**src/rtl/lbwg_pkg.sv**
```systemverilog
// Shared constants, register and result codes, and the arctangent table of the wall mapper.
package lbwg_pkg;

	localparam int GRID_CELLS   = 16;
	localparam int CORDIC_STEPS = 16;
	localparam int STORE_DEPTH  = (GRID_CELLS + 1) * GRID_CELLS;
	localparam int ADDR_W       = $clog2(STORE_DEPTH);

	localparam logic [15:0] INV_GAIN_Q16 = 16'd39797;
	localparam logic [16:0] NO_RANGE     = 17'd100000;

	// dividing unit: integer mm by the half-cell pitch
	localparam int DIV_W     = 20;
	localparam int DIVISOR   = 500;
	localparam int REM_W     = 9;
	// ceil(2^24 / 125), exact for quarters below 2^18
	localparam int DIV_MUL   = 134218;
	localparam int DIV_SHIFT = 24;

	localparam logic [2:0] REG_X     = 3'd0;
	localparam logic [2:0] REG_Y     = 3'd1;
	localparam logic [2:0] REG_HEAD  = 3'd2;
	localparam logic [2:0] REG_STEP  = 3'd3;
	localparam logic [2:0] REG_FIRST = 3'd4;

	localparam logic [1:0] KIND_NONE  = 2'd0;
	localparam logic [1:0] KIND_XWALL = 2'd1;
	localparam logic [1:0] KIND_YWALL = 2'd2;
	localparam logic [1:0] KIND_OUT   = 2'd3;

	// arctan(2^-i) in 2^-24 turn
	function automatic logic [22:0] atan_turn24(input logic [4:0] i);
		logic [22:0] v;
		case (i)
			5'd0:  v = 23'd2097152;
			5'd1:  v = 23'd1238021;
			5'd2:  v = 23'd654136;
			5'd3:  v = 23'd332050;
			5'd4:  v = 23'd166669;
			5'd5:  v = 23'd83416;
			5'd6:  v = 23'd41718;
			5'd7:  v = 23'd20860;
			5'd8:  v = 23'd10430;
			5'd9:  v = 23'd5215;
			5'd10: v = 23'd2608;
			5'd11: v = 23'd1304;
			5'd12: v = 23'd652;
			5'd13: v = 23'd326;
			5'd14: v = 23'd163;
			5'd15: v = 23'd81;
			5'd16: v = 23'd41;
			5'd17: v = 23'd20;
			5'd18: v = 23'd10;
			5'd19: v = 23'd5;
			5'd20: v = 23'd3;
			5'd21: v = 23'd1;
			5'd22: v = 23'd1;
			default: v = 23'd0;
		endcase
		return v;
	endfunction

endpackage

```
**src/rtl/lbwg_div.sv**
```systemverilog
// Division by the half-cell pitch: quotient and remainder by reciprocal multiplication.
module lbwg_div (
	input  logic [lbwg_pkg::DIV_W-1:0]   dividend,
	output logic [lbwg_pkg::DIV_W-1:0]   quot,
	output logic [lbwg_pkg::REM_W-1:0]   rem
);

	localparam int QTR_W  = lbwg_pkg::DIV_W - 2;
	localparam int PROD_W = QTR_W + 18;

	logic [QTR_W-1:0]             quarter;
	logic [PROD_W-1:0]            prod;
	logic [lbwg_pkg::DIV_W-1:0]   back;

	// n / 500 = (n / 4) / 125, the second by multiplying with the reciprocal
	assign quarter = dividend[lbwg_pkg::DIV_W-1:2];
	assign prod    = PROD_W'(quarter) * PROD_W'(lbwg_pkg::DIV_MUL);
	assign quot    = lbwg_pkg::DIV_W'(prod[PROD_W-1:lbwg_pkg::DIV_SHIFT]);
	assign back    = lbwg_pkg::DIV_W'(32'(quot) * lbwg_pkg::DIVISOR);
	assign rem     = lbwg_pkg::REM_W'(dividend - back);

endmodule

```
**src/rtl/lidar_beam_wall_grid_mapper.sv**
```systemverilog
// Lidar beam to wall-grid mapper: sequencer, CORDIC rotation, wall stores and APB registers.
//
// Input words arrive on s_*: s_tuser is the action (0 beam, 1 wall read), s_tlast marks the
// last beam of a scan. Results leave on m_*, one word per input word: m_tuser is wall_kind,
// m_tlast is scan_done. Robot pose and beam geometry are set over the APB port; the user
// must set them only while idle, and the block itself does not enforce it.
// A beam runs through one shared datapath under a small sequencer: the products, the
// quarter-turn pre-rotation, CORDIC_STEPS steps of the shift-add CORDIC, adding the pose,
// a sign check, then the divider by 500 (reciprocal multiply) runs twice, x then y, and
// the wall store is marked and the result handed off. A beam with no return goes from the
// products straight to the hand-off, one with a negative coordinate from the sign check;
// a wall read reads the stores and then hands off its result.
// s_tready is high only in idle; one word is in flight at a time. The result sits in an
// output register, so a new word is taken while a result still waits on m_tready; the
// sequencer holds its finished result until that register is free.
// After reset both wall stores (272 entries each) are cleared one entry per cycle, while
// s_tready stays low; registers are writable throughout.
module lidar_beam_wall_grid_mapper (
	input  logic        clk,
	input  logic        arst_n,
	// APB
	input  logic        psel,
	input  logic        penable,
	input  logic        pwrite,
	input  logic [4:0]  paddr,
	input  logic [31:0] pwdata,
	output logic [31:0] prdata,
	output logic        pready,
	// input words
	input  logic        s_tvalid,
	output logic        s_tready,
	// beam_index[11:0], range_mm[28:12], range_infinite[29], read_kind[30],
	// read_row[35:31], read_col[40:36], zero fill
	input  logic [47:0] s_tdata,
	input  logic        s_tuser,    // action
	input  logic        s_tlast,    // last_beam
	// result words
	output logic        m_tvalid,
	input  logic        m_tready,
	// cell_row[4:0], cell_col[9:5], read_bit[10], nearest_range_mm[27:11],
	// nearest_angle[43:28], zero fill
	output logic [47:0] m_tdata,
	output logic [1:0]  m_tuser,    // wall_kind
	output logic        m_tlast     // scan_done
);

	localparam int AW = lbwg_pkg::ADDR_W;
	localparam int GC = lbwg_pkg::GRID_CELLS;

	localparam logic [3:0] S_CLR  = 4'd0;
	localparam logic [3:0] S_IDLE = 4'd1;
	localparam logic [3:0] S_PREP = 4'd2;
	localparam logic [3:0] S_ROT  = 4'd3;
	localparam logic [3:0] S_CORD = 4'd4;
	localparam logic [3:0] S_POS  = 4'd5;
	localparam logic [3:0] S_CHK  = 4'd6;
	localparam logic [3:0] S_DIVX = 4'd7;
	localparam logic [3:0] S_DIVY = 4'd8;
	localparam logic [3:0] S_MARK = 4'd9;
	localparam logic [3:0] S_RD   = 4'd10;
	localparam logic [3:0] S_FIN  = 4'd11;

	localparam logic signed [25:0] QUARTER = 26'sd4194304;

	// configuration
	logic [17:0] rx_q, ry_q;
	logic [15:0] hd_q, first_q;
	logic [23:0] step_q;
	logic        cfg_wr;

	assign pready = 1'b1;
	assign cfg_wr = psel & penable & pwrite;

	always_ff @(posedge clk or negedge arst_n) begin
		if (!arst_n) begin
			rx_q    <= '0;
			ry_q    <= '0;
			hd_q    <= '0;
			step_q  <= '0;
			first_q <= '0;
		end else if (cfg_wr) begin
			case (paddr[4:2])
				lbwg_pkg::REG_X:     rx_q    <= pwdata[17:0];
				lbwg_pkg::REG_Y:     ry_q    <= pwdata[17:0];
				lbwg_pkg::REG_HEAD:  hd_q    <= pwdata[15:0];
				lbwg_pkg::REG_STEP:  step_q  <= pwdata[23:0];
				lbwg_pkg::REG_FIRST: first_q <= pwdata[15:0];
				default: ;
			endcase
		end
	end

	always_comb begin
		case (paddr[4:2])
			lbwg_pkg::REG_X:     prdata = {14'd0, rx_q};
			lbwg_pkg::REG_Y:     prdata = {14'd0, ry_q};
			lbwg_pkg::REG_HEAD:  prdata = {16'd0, hd_q};
			lbwg_pkg::REG_STEP:  prdata = {8'd0, step_q};
			lbwg_pkg::REG_FIRST: prdata = {16'd0, first_q};
			default:             prdata = '0;
		endcase
	end

	// sequencer and datapath state
	logic [3:0]  state_q;
	logic [AW-1:0] clr_q;
	logic        scan_open_q;
	logic [16:0] near_rng_q;
	logic [15:0] near_ang_q;
	logic        out_valid_q;

	logic        act_q, inf_q, last_q, rkind_q;
	logic [11:0] idx_q;
	logic [16:0] rng_q;
	logic [4:0]  rrow_q, rcol_q;

	logic [23:0] sweep_q;
	logic signed [39:0] x_q, y_q;
	logic signed [25:0] ang_q;
	logic [4:0]  it_q;
	logic [1:0]  kind_q;
	logic [4:0]  row_q, col_q;
	logic [lbwg_pkg::DIV_W-1:0] qx_q, qy_q;
	logic [lbwg_pkg::REM_W-1:0] remx_q, remy_q;

	logic [1:0]  o_kind_q;
	logic [4:0]  o_row_q, o_col_q;
	logic        o_rbit_q, o_done_q;
	logic [16:0] o_rng_q;
	logic [15:0] o_ang_q;

	logic        accept;
	logic        out_free;
	assign accept   = s_tvalid & s_tready;
	assign s_tready = (state_q == S_IDLE);
	assign out_free = !out_valid_q || m_tready;

	// products
	logic [32:0] prod;
	logic [35:0] sweep_full;
	assign prod       = 33'(rng_q) * 33'(lbwg_pkg::INV_GAIN_Q16);
	assign sweep_full = 36'(step_q) * 36'(idx_q);

	// angle and nearest angle
	logic [23:0]        a24;
	logic signed [25:0] a_s;
	logic [24:0]        na_sum;
	assign a24    = sweep_q + {hd_q, 8'd0};
	assign a_s    = {{2{a24[23]}}, a24};
	assign na_sum = {1'b0, ({first_q, 8'd0} + sweep_q)} + 25'd128;

	// CORDIC step
	logic signed [39:0] dx, dy;
	logic signed [25:0] at_s;
	assign dx   = y_q >>> it_q;
	assign dy   = x_q >>> it_q;
	assign at_s = {3'd0, lbwg_pkg::atan_turn24(it_q)};

	// divider, shared by x and y; integer mm of a nonnegative point fits in DIV_W bits
	logic [lbwg_pkg::DIV_W-1:0]   div_in, div_q;
	logic [lbwg_pkg::REM_W-1:0]   div_r;
	logic                         nonneg;

	assign nonneg = !x_q[39] && !y_q[39];
	assign div_in = (state_q == S_DIVX) ? x_q[35:16] : y_q[35:16];

	lbwg_div u_div (
		.dividend (div_in),
		.quot     (div_q),
		.rem      (div_r)
	);

	// wall decision: index = floor((mm + 250) / 500)
	logic        keep;
	logic [lbwg_pkg::DIV_W:0]   xi, yi;
	logic [lbwg_pkg::DIV_W-1:0] wr, wc;
	logic        mark_x, mark_y, in_x, in_y;
	logic [AW-1:0] wa_x, wa_y;

	assign keep = (remx_q < lbwg_pkg::REM_W'(150)) || (remx_q > lbwg_pkg::REM_W'(350)) ||
		((remx_q == lbwg_pkg::REM_W'(350)) && (x_q[15:0] != 16'd0));
	assign xi = {1'b0, qx_q} + (lbwg_pkg::DIV_W+1)'(remx_q >= lbwg_pkg::REM_W'(250));
	assign yi = {1'b0, qy_q} + (lbwg_pkg::DIV_W+1)'(remy_q >= lbwg_pkg::REM_W'(250));
	assign wr = xi[lbwg_pkg::DIV_W:1];
	assign wc = yi[lbwg_pkg::DIV_W:1];
	assign in_x = (wr < lbwg_pkg::DIV_W'(GC + 1)) && (wc < lbwg_pkg::DIV_W'(GC));
	assign in_y = (wr < lbwg_pkg::DIV_W'(GC)) && (wc < lbwg_pkg::DIV_W'(GC + 1));
	assign wa_x = AW'(32'(wr[AW-1:0]) * GC + 32'(wc[AW-1:0]));
	assign wa_y = AW'(32'(wr[AW-1:0]) * (GC + 1) + 32'(wc[AW-1:0]));
	assign mark_x = (state_q == S_MARK) && keep && !xi[0] && yi[0] && in_x;
	assign mark_y = (state_q == S_MARK) && keep && xi[0] && !yi[0] && in_y;

	// wall stores
	logic          mem_x [lbwg_pkg::STORE_DEPTH];
	logic          mem_y [lbwg_pkg::STORE_DEPTH];
	logic          clearing;
	logic          rdx_q, rdy_q;
	logic [AW-1:0] ra_x, ra_y;
	logic          rd_in;
	logic          rbit;

	assign clearing = (state_q == S_CLR);
	assign ra_x  = AW'(32'(rrow_q) * GC + 32'(rcol_q));
	assign ra_y  = AW'(32'(rrow_q) * (GC + 1) + 32'(rcol_q));
	assign rd_in = rkind_q ? ((32'(rrow_q) < GC) && (32'(rcol_q) < GC + 1))
	                       : ((32'(rrow_q) < GC + 1) && (32'(rcol_q) < GC));
	assign rbit  = rd_in && (rkind_q ? rdy_q : rdx_q);

	always_ff @(posedge clk) begin
		if (clearing || mark_x) begin
			mem_x[clearing ? clr_q : wa_x] <= !clearing;
		end
		if (clearing || mark_y) begin
			mem_y[clearing ? clr_q : wa_y] <= !clearing;
		end
		rdx_q <= mem_x[ra_x];
		rdy_q <= mem_y[ra_y];
	end

	// control
	always_ff @(posedge clk or negedge arst_n) begin
		if (!arst_n) begin
			state_q     <= S_CLR;
			clr_q       <= '0;
			scan_open_q <= 1'b0;
			near_rng_q  <= lbwg_pkg::NO_RANGE;
			near_ang_q  <= '0;
			out_valid_q <= 1'b0;
		end else begin
			if (state_q == S_FIN && out_free) begin
				out_valid_q <= 1'b1;
			end else if (m_tready) begin
				out_valid_q <= 1'b0;
			end
			case (state_q)
				S_CLR: begin
					clr_q <= clr_q + 1'b1;
					if (clr_q == AW'(lbwg_pkg::STORE_DEPTH - 1)) begin
						state_q <= S_IDLE;
					end
				end
				S_IDLE: begin
					if (accept) begin
						state_q <= s_tuser ? S_RD : S_PREP;
					end
				end
				S_PREP: begin
					scan_open_q <= 1'b1;
					if (!scan_open_q) begin
						near_rng_q <= lbwg_pkg::NO_RANGE;
						near_ang_q <= '0;
					end
					state_q <= inf_q ? S_FIN : S_ROT;
				end
				S_ROT: begin
					if (rng_q < near_rng_q) begin
						near_rng_q <= rng_q;
						near_ang_q <= na_sum[23:8];
					end
					state_q <= S_CORD;
				end
				S_CORD: begin
					if (it_q == 5'(lbwg_pkg::CORDIC_STEPS - 1)) begin
						state_q <= S_POS;
					end
				end
				S_POS:  state_q <= S_CHK;
				S_CHK:  state_q <= nonneg ? S_DIVX : S_FIN;
				S_DIVX: state_q <= S_DIVY;
				S_DIVY: state_q <= S_MARK;
				S_MARK: state_q <= S_FIN;
				S_RD:   state_q <= S_FIN;
				S_FIN: begin
					if (out_free) begin
						if (!act_q && last_q) begin
							scan_open_q <= 1'b0;
						end
						state_q <= S_IDLE;
					end
				end
				default: state_q <= S_IDLE;
			endcase
		end
	end

	// datapath
	always_ff @(posedge clk) begin
		case (state_q)
			S_IDLE: begin
				act_q   <= s_tuser;
				last_q  <= s_tlast;
				idx_q   <= s_tdata[11:0];
				rng_q   <= s_tdata[28:12];
				inf_q   <= s_tdata[29];
				rkind_q <= s_tdata[30];
				rrow_q  <= s_tdata[35:31];
				rcol_q  <= s_tdata[40:36];
				kind_q  <= lbwg_pkg::KIND_NONE;
				row_q   <= '0;
				col_q   <= '0;
			end
			S_PREP: begin
				sweep_q <= sweep_full[23:0];
				x_q     <= {7'd0, prod};
			end
			S_ROT: begin
				it_q <= '0;
				if (a_s > QUARTER) begin
					y_q   <= x_q;
					x_q   <= '0;
					ang_q <= a_s - QUARTER;
				end else if (a_s < -QUARTER) begin
					y_q   <= -x_q;
					x_q   <= '0;
					ang_q <= a_s + QUARTER;
				end else begin
					y_q   <= '0;
					ang_q <= a_s;
				end
			end
			S_CORD: begin
				it_q <= it_q + 1'b1;
				if (!ang_q[25]) begin
					x_q   <= x_q - dx;
					y_q   <= y_q + dy;
					ang_q <= ang_q - at_s;
				end else begin
					x_q   <= x_q + dx;
					y_q   <= y_q - dy;
					ang_q <= ang_q + at_s;
				end
			end
			S_POS: begin
				x_q <= x_q + {{6{rx_q[17]}}, rx_q, 16'd0};
				y_q <= y_q + {{6{ry_q[17]}}, ry_q, 16'd0};
			end
			S_DIVX: begin
				qx_q   <= div_q;
				remx_q <= div_r;
			end
			S_DIVY: begin
				qy_q   <= div_q;
				remy_q <= div_r;
			end
			S_MARK: begin
				if (keep && (xi[0] != yi[0])) begin
					if (mark_x) begin
						kind_q <= lbwg_pkg::KIND_XWALL;
					end else if (mark_y) begin
						kind_q <= lbwg_pkg::KIND_YWALL;
					end else begin
						kind_q <= lbwg_pkg::KIND_OUT;
					end
					if (mark_x || mark_y) begin
						row_q <= wr[4:0];
						col_q <= wc[4:0];
					end
				end
			end
			S_FIN: begin
				if (out_free) begin
					o_kind_q <= act_q ? lbwg_pkg::KIND_NONE : kind_q;
					o_row_q  <= act_q ? 5'd0 : row_q;
					o_col_q  <= act_q ? 5'd0 : col_q;
					o_rbit_q <= act_q && rbit;
					o_done_q <= !act_q && last_q;
					o_rng_q  <= near_rng_q;
					o_ang_q  <= near_ang_q;
				end
			end
			default: ;
		endcase
	end

	assign m_tvalid = out_valid_q;
	assign m_tuser  = o_kind_q;
	assign m_tlast  = o_done_q;
	assign m_tdata  = {4'd0, o_ang_q, o_rng_q, o_rbit_q, o_col_q, o_row_q};

	// checks
	a_one_in_flight: assert property (@(posedge clk) disable iff (!arst_n)
		accept |=> !s_tready)
		else $error("word taken while another is in flight");

	a_read_word: assert property (@(posedge clk) disable iff (!arst_n)
		(m_tvalid && m_tdata[10]) |-> (m_tuser == lbwg_pkg::KIND_NONE && !m_tlast))
		else $error("read result carries beam fields");

	a_xwall_cell: assert property (@(posedge clk) disable iff (!arst_n)
		(m_tvalid && m_tuser == lbwg_pkg::KIND_XWALL) |->
		(32'(m_tdata[4:0]) < GC + 1 && 32'(m_tdata[9:5]) < GC))
		else $error("x-wall cell outside store");

	a_near_range: assert property (@(posedge clk) disable iff (!arst_n)
		m_tvalid |-> (m_tdata[27:11] <= lbwg_pkg::NO_RANGE))
		else $error("nearest range above limit");

endmodule

```
**config.mk**
```make
export PLATFORM = sky130hd
export DESIGN_NAME = lidar_beam_wall_grid_mapper
export DESIGN_NICKNAME = d
export VERILOG_FILES = /design/src/rtl/lbwg_pkg.sv /design/src/rtl/lbwg_div.sv /design/src/rtl/lidar_beam_wall_grid_mapper.sv
export SDC_FILE = /design/constraint.sdc
export NUM_CORES = 2
export LEC_CHECK = 0
export BUFFER_PORTS_ARGS = -buffer_cell sky130_fd_sc_hd__buf_2
export CORE_MARGIN = 2
export CORE_UTILIZATION = 25
export DETAILED_ROUTE_END_ITERATION = 8
export MAX_ROUTING_LAYER = met4
export PLACE_DENSITY = 0.48
export SLEW_MARGIN = 20
export SYNTH_ARGS = -nofsm -noshare
export SYNTH_HDL_FRONTEND = slang
export SYNTH_SLANG_ARGS = --single-unit
```
**constraint.sdc**
```tcl
create_clock -name clk -period 13.7 [get_ports clk]
set_input_delay 1.37 -clock clk [delete_from_list [all_inputs] [get_ports clk]]
set_output_delay 1.37 -clock clk [all_outputs]
set_load 0.01 [all_outputs]
```
### Word-level counts from Yosys, hierarchy flattened

Memory sizes are Yosys's and may differ from the RTL's. A register that Yosys moved wholly into a read port is not among the register bits.
Cells that the tools add are included.

| word-level totals | value |
|---|---|
| flip-flop bits (word level) | 419 |
| bits in latches | 0 |
| RAM bits | 544 |
| bits in read-only memories | 704 |
| output and inout bits | 86 |
| word-level logic and storage cells | 226 |
| memories kept | 3 |

Memories:

| memory | depth | width | rd ports | clocked after memory_dff | wr ports | RTL line | text |
|---|---|---|---|---|---|---|---|
| (no name shown) | 32 | 22 | 1 | 1 | 0 | lbwg_pkg.sv:34 | `case (i)` |
| mem_x | 272 | 1 | 1 | 1 | 1 | lidar_beam_wall_grid_mapper.sv:194 | `logic mem_x [lbwg_pkg::STORE_DEPTH];` |
| mem_y | 272 | 1 | 1 | 1 | 1 | lidar_beam_wall_grid_mapper.sv:195 | `logic mem_y [lbwg_pkg::STORE_DEPTH];` |

| operators by class | value |
|---|---|
| add/sub/neg operators | 23 |
| multipliers | 6 |
| divide/modulo/power cells | 0 |
| order comparisons | 15 |
| equality and inequality tests | 29 |
| shift-type cells | 2 |
| mux-type cells | 53 |
| bitwise logic cells | 3 |
| reduce and logical (&&, ||, !) cells | 54 |

Operator list:

| cell | count |
|---|---|
| 40-bit 2-to-1 mux | 6 |
| 40-bit adder | 4 |
| 40-bit case mux with 4 select lines | 1 |
| 24-bit case mux with 5 select lines | 1 |
| 40-bit case mux with 3 select lines | 1 |
| 40-bit by 5-bit >>> shifter with 40-bit output | 2 |
| 40-bit subtractor | 2 |
| 26-bit 2-to-1 mux | 3 |
| 26-bit case mux with 2 select lines | 1 |
| 24-bit adder | 2 |
| 12-bit by 5-bit less-than comparator with 1-bit output, second input constant | 4 |
| 4-bit case mux with 11 select lines | 1 |
| 40-bit negation | 1 |
| 18-bit by 17-bit multiplier with 35-bit output, second input constant | 1 |
| 17-bit 2-to-1 mux | 2 |
| 17-bit case mux with 2 select lines | 1 |
| 17-bit by 16-bit multiplier with 33-bit output, second input constant | 1 |
| 16-bit 2-to-1 mux | 2 |
| 16-bit case mux with 2 select lines | 1 |
| 5-bit case mux with 2 select lines | 3 |
| 4-bit 2-to-1 mux | 7 |
| 12-bit by 1-bit adder with 13-bit output | 2 |
| 26-bit by 24-bit adder with 26-bit output | 1 |
| 26-bit by 24-bit subtractor with 26-bit output | 1 |
| 53 further kinds | 134 |

### Depth between registers and ports, before layout

| logic depth | value |
|---|---|
| word-level depth | 11 |
| mapped depth | 40 |

### Cells and area by module

From an unflattened synthesis, not the netlist that was laid out.

| second synthesis, totals | value |
|---|---|
| cell total of the unflattened synthesis | 7401 |
| area, all modules | 78594.1 sq um |

Modules (own cells, without submodules):

| module | instances | cells each | area each (sq um) | seq. area each (sq um) |
|---|---|---|---|---|
| lidar_beam_wall_grid_mapper | 1 | 6928 | 74143.6 | 29155.5 |
| lbwg_div | 1 | 473 | 4450.5 | 0.0 |

### Worst setup path before layout

Ideal clock, no wire load.

| timing | value |
|---|---|
| path kind | register to register |
| start point | register state_q[3] |
| end point | memory mem_x[246] (enable) |
| setup time | 254 ps |
| arrival | 12122 ps |
| path slack | 1324 ps |
| cell stages (with the launch flop) | 10 |
| path buffers | 4 |
| cells stage by stage | dfrtp_1 > nor4_1 > clkbuf_1 > inv_1 > clkbuf_1 > clkbuf_1 > o21ai_0 > nand2_1 > clkbuf_1 > nor2_1 |

| between the ends | value |
|---|---|
| longest elaborated chain between the ends | 8 |

Ends and longest elaborated chain:

| item | RTL line | text |
|---|---|---|
| from (decl) | lidar_beam_wall_grid_mapper.sv:105 | `logic [3:0] state_q;` |
| from (signal assigned) | lidar_beam_wall_grid_mapper.sv:244 | `state_q <= s_tuser ? S_RD : S_PREP;` |
| from (signal assigned) | lidar_beam_wall_grid_mapper.sv:253 | `state_q <= inf_q ? S_FIN : S_ROT;` |
| from (signal assigned) | lidar_beam_wall_grid_mapper.sv:268 | `S_CHK: state_q <= nonneg ? S_DIVX : S_FIN;` |
| 4-bit equality test | lidar_beam_wall_grid_mapper.sv:190 | `assign mark_x = (state_q == S_MARK) && keep && !xi[0] && yi[0] && in_x;` |
| 1-bit logical AND (4 in a row) | lidar_beam_wall_grid_mapper.sv:190 |  |
| 1-bit logical OR | lidar_beam_wall_grid_mapper.sv:210 | `if (clearing \|\| mark_x) begin` |
| 1-bit 2-to-1 mux | lidar_beam_wall_grid_mapper.sv:210 |  |
| 1-bit 2-to-1 mux | lidar_beam_wall_grid_mapper.sv:211 | `mem_x[clearing ? clr_q : wa_x] <= !clearing;` |
| to (decl) | lidar_beam_wall_grid_mapper.sv:194 |  |

Parallel ways exist; a longest one is shown, timed or not.

### Worst setup path after layout

| timing | value |
|---|---|
| start point | register state_q[3] |
| end point | register remx_q[8] in the netlist's numbering (data pin) |

| between the ends | value |
|---|---|
| longest elaborated chain between the ends | 5 |

Ends and longest elaborated chain:

| item | RTL line | text |
|---|---|---|
| 4-bit by 3-bit equality test with 1-bit output | lidar_beam_wall_grid_mapper.sv:165 | `assign div_in = (state_q == S_DIVX) ? x_q[35:16] : y_q[35:16];` |
| 20-bit 2-to-1 mux | lidar_beam_wall_grid_mapper.sv:165 |  |
| 18-bit by 17-bit multiplier with 35-bit output | lbwg_div.sv:17 | `assign prod = PROD_W'(quarter) * PROD_W'(lbwg_pkg::DIV_MUL);` |
| via div_q (one bit) | lidar_beam_wall_grid_mapper.sv:160 | `logic [lbwg_pkg::DIV_W-1:0] div_in, div_q;` |
| 12-bit by 7-bit multiplier with 7-bit output | lbwg_div.sv:19 | `assign back = lbwg_pkg::DIV_W'(32'(quot) * lbwg_pkg::DIVISOR);` |
| 9-bit subtractor | lbwg_div.sv:20 | `assign rem = lbwg_pkg::REM_W'(dividend - back);` |
| via div_r (one bit) | lidar_beam_wall_grid_mapper.sv:161 | `logic [lbwg_pkg::REM_W-1:0] div_r;` |
| to (signal assigned) | lidar_beam_wall_grid_mapper.sv:339 | `remx_q <= div_r;` |
| to (decl) | lidar_beam_wall_grid_mapper.sv:124 | `logic [lbwg_pkg::REM_W-1:0] remx_q, remy_q;` |

The timed path passes the listed nets, and every way through them passes these cells.
A chain may end at the register's enable or synchronous reset.

==> results_tabular.tex <==
\begin{tabular}{lr}
\hline
Metric & Value \\
\hline
\multicolumn{2}{l}{\textbf{Yosys}} \\
\quad Part of the Yosys area used for sequential elements & 0.381 \\
\quad Post-Syn Area & 75300 sq um \\
\quad Mean cell area of the mapped netlist & around 11 sq um \\
\quad Dominant register cell in the synthesized netlist & edfxtp\_1 \\
\quad Library cell with the highest instance count after synthesis & nor2\_1 \\
\quad Fraction of the mapped netlist area in compound gates & 0.102 \\
\quad Count of state elements after synthesis & slightly below 1000 \\
\quad Main combinational cell family by area after synthesis & adder cells \\
\quad Async set or reset register ratio after synthesis & 0.142 \\
\quad Gate Count Post-Synth & around 6900 \\
\quad Synth area leader & edfxtp\_1 \\
\quad Synth Area in Simple Gates & 0.118 \\
\quad Portion of synthesized cell area occupied by the leading cell type & 0.328 \\
\quad Area share of xor/xnor cells in the synthesized design & 0.0505 \\
\quad Cell types with the largest area share after synthesis & edfxtp\_1 (33\%), ha\_1 (9.5\%), fa\_1 (8.8\%), mux4\_2 (8.5\%), dfrtp\_1 (4.5\%) \\
\quad Most used standard cells in the synthesized netlist & nor2\_1 (846), edfxtp\_1 (822), nand2\_1 (581), ha\_1 (571), inv\_1 (566) \\
\quad Fraction of the mapped netlist area in adder cells & 0.183 \\
\quad Portion of netlist area occupied by mux cells & 0.117 \\
\quad EDFF count, synth & 822 \\
\quad Yosys warning count & 0 \\
\quad Count of cell types in the netlist & 108 \\
\multicolumn{2}{l}{\textbf{STA}} \\
\quad Final total negative setup slack & 0 ns \\
\quad Time the worst path needs with I/O delays and setup & slightly above 10 ns \\
\quad Setup repair after global routing missed its margin & no \\
\quad Highest clock rate & 98.4 MHz \\
\quad Final cycle utilization of the critical path & 0.741 \\
\quad Worst-margin pin slew & 1.16 ns \\
\quad Final hold violation count & 0 \\
\quad Final setup fails & 0 \\
\quad Relative max-transition margin & 0.226 \\
\quad Largest clock skew in the final design & 0.0696 ns \\
\quad Pins over their slew limit & 0 \\
\multicolumn{2}{l}{\textbf{Global routing}} \\
\quad Met2 capacity usage during global routing & 0.239 \\
\quad Met1 track utilization from global routing & 0.202 \\
\quad Number of global-route vias before repair & 54926 \\
\quad Total track usage & 0.150 \\
\quad GR Overflow Total & 0 \\
\quad Global Route met3 Usage & 0.0185 \\
\quad Pin count of the biggest net entering global routing & 156 \\
\quad First-pass GRT wire length & 345 mm \\
\quad Initial antenna violation count & 16 \\
\quad Most utilized layer in the global route result & met2 \\
\multicolumn{2}{l}{\textbf{Critical path}} \\
\quad Slowest library cell on the worst path & mux2i\_1 \\
\quad Arrival time at the worst endpoint & 10.62 ns \\
\quad Startpoint Class & flop \\
\quad Kind of critical path & flop to flop \\
\quad Critical Path RT & 14.16 ns \\
\quad Max Fanout on Critical Path & 23 \\
\quad Kind of cell adding the most delay to the critical path & adder cells \\
\quad Delay of the slowest critical-path stage & 0.87 ns \\
\quad Crit path buf inv count & 9 \\
\quad Nature of the critical path endpoint & flop \\
\multicolumn{2}{l}{\textbf{Clocking}} \\
\quad Buffers from clock root to sink, at most & 3 \\
\quad CTS H-tree lvls & 3 \\
\quad Clock sink total & 986 \\
\quad Root buf cell & clkbuf\_16 \\
\quad Buffers inserted by post-CTS timing repair & 0 \\
\quad Hold-fix buffers, CTS & 0 \\
\quad CTS clk-pin slew, worst paths & 0.07 ns \\
\quad Clock tree from TritonCTS & built \\
\quad Clock insertion delay at the later pin of the skew report & 0.76 ns \\
\quad Quantity of gates resized following cts & 0 \\
\quad CTS Buf Count & 102 \\
\multicolumn{2}{l}{\textbf{Die}} \\
\quad Effective utilization at floorplan & 0.251 \\
\quad Die Width & 553 um \\
\quad Floorplan core area & 300000 sq um \\
\quad Total number of placement rows & 201 \\
\quad Die area & 306000 sq um \\
\quad Die Ht & 553 um \\
\quad Ports & 180 \\
\multicolumn{2}{l}{\textbf{Placement}} \\
\quad Number of input and output port buffers inserted & 149 \\
\quad Placer congestion estimate & approximately 0.9 \\
\quad Hpwl dp & 160 mm \\
\multicolumn{2}{l}{\textbf{Layout}} \\
\quad Area Overhead vs Synth & 11.6\% \\
\quad NumNets Final & 7942 \\
\quad Count of fill cells added during filler insertion & 31232 \\
\quad Fraction of layout instances using a drive strength above 1 & 0.131 \\
\multicolumn{2}{l}{\textbf{Min path}} \\
\quad Path type of the worst min-delay path & flop to flop \\
\multicolumn{2}{l}{\textbf{Detailed routing}} \\
\quad Antenna-violating nets left & 0 \\
\quad Number of vias in the routed layout & about 54000 \\
\quad Final wirelength & 227 mm \\
\quad Number of violations reported at the end of detailed-routing iteration 0 & approximately 4500 \\
\quad Vias per std cell & 4.90 \\
\quad DRC Markers & 0 \\
\quad Final routed wire length divided by cell count & between 20 and 25 um \\
\quad Number of search-and-repair iterations in the first detailed-routing pass & 6 \\
\multicolumn{2}{l}{\textbf{Outcome}} \\
\quad Outcome & finished clean \\
\multicolumn{2}{l}{\textbf{Flow run}} \\
\quad Max cap viols & 0 \\
\hline
\end{tabular}
through the flow:
step | hold slack, ns | setup slack [ns] | area, sq um | utilization | cells
detailed placement | 0.433 | 3.52 | 80600 | 0.269 | 10799
global placement | 0.437 | 3.62 | 80500 | 0.269 | 10799
global route | 0.464 | 2.83 | 84100 | 0.280 | 10995
floorplan | 0.425 | 1.32 | 75400 | - | 6928
CTS | 0.450 | 3.43 | 84000 | 0.280 | 10990
finish | 0.446 | 3.54 | 84100 | 0.280 | 10999
layout make-up:
cell class | count | area [sq um] | share of cell area
Antenna cell | 9 | 22.5 | 0.000268
Clock buffer | 134 | 2790 | 0.0332
Clock inverter | 57 | 684 | 0.00814
Inverter | 569 | 2140 | 0.0255
Multi-Input combinational cell | 5022 | 43200 | 0.514
Sequential cell | 986 | 28700 | 0.341
Tap cell | 3958 | 4950 | 0.0589
Timing Repair Buffer | 264 | 1630 | 0.0193
kinds of logic (layout without fill, tap and decap cells):
family | count (synthesis) | after routing
AND/OR/NAND/NOR | 1998 | 1998
AO/OA/AOI/OAI | 1167 | 1167
flip-flops | 986 | 986
buffers and inverters | 920 | 1024
adder cells (fa/ha/maj) | 905 | 905
multiplexers | 505 | 505
XOR/XNOR | 434 | 434
other | 2 | 22
sequential cells by signal, summed over array words and instances, names as in the netlist, 22 cells and up:
signal,flops
ang_q,26
at_s,22
mem_x,272
mem_y,272
step_q,24
sweep_q,24
x_q,40
y_q,40
per-layer routing:
layer,vias up,part of all wire
met4,0,0.023
met3,299,0.056
met1,27285,0.46
met5,-,0
met2,1545,0.46
li1,24732,-
placed cells by master (no fill, tap or decap), types with 35 or more instances in the layout:
master	instances
fa_1	332
clkbuf_16	103
a22oi_1	61
a21oi_1	294
nand2_1	575
edfxtp_1	822
o21bai_1	35
nand2b_1	51
and2_1	136
xor2_1	202
nor2_1	844
buf_2	148
dfrtp_1	134
nand3_1	78
a21o_1	126
ha_1	569
o22ai_1	58
and3_1	38
buf_4	112
nor2b_1	61
a31oi_1	44
mux4_2	285
mux2i_1	72
xnor2_1	230
mux2_2	143
o31ai_1	40
o21ai_0	210
nor3_1	72
o21a_1	48
inv_1	562
path summary, 6_finish.rpt:
check	startpoint	endpoint	slack [ns]	depth (start not counted)
setup reg to reg	state_q[3]	remx_q[8]	3.54	36
min in group asynchronous	arst_n	near_ang_q[14]	0.67	1
hold reg to reg	near_ang_q[8]	o_ang_q[8]	0.45	0
max in group asynchronous	arst_n	scan_open_q	11.48	2
setup / recovery	state_q[3]	remx_q[8]	3.54	36
hold / removal	near_ang_q[8]	o_ang_q[8]	0.45	0
Power is left out: the tool's default activity adds up to more than one toggle a clock period on the data nets, which glitch-free logic cannot reach.
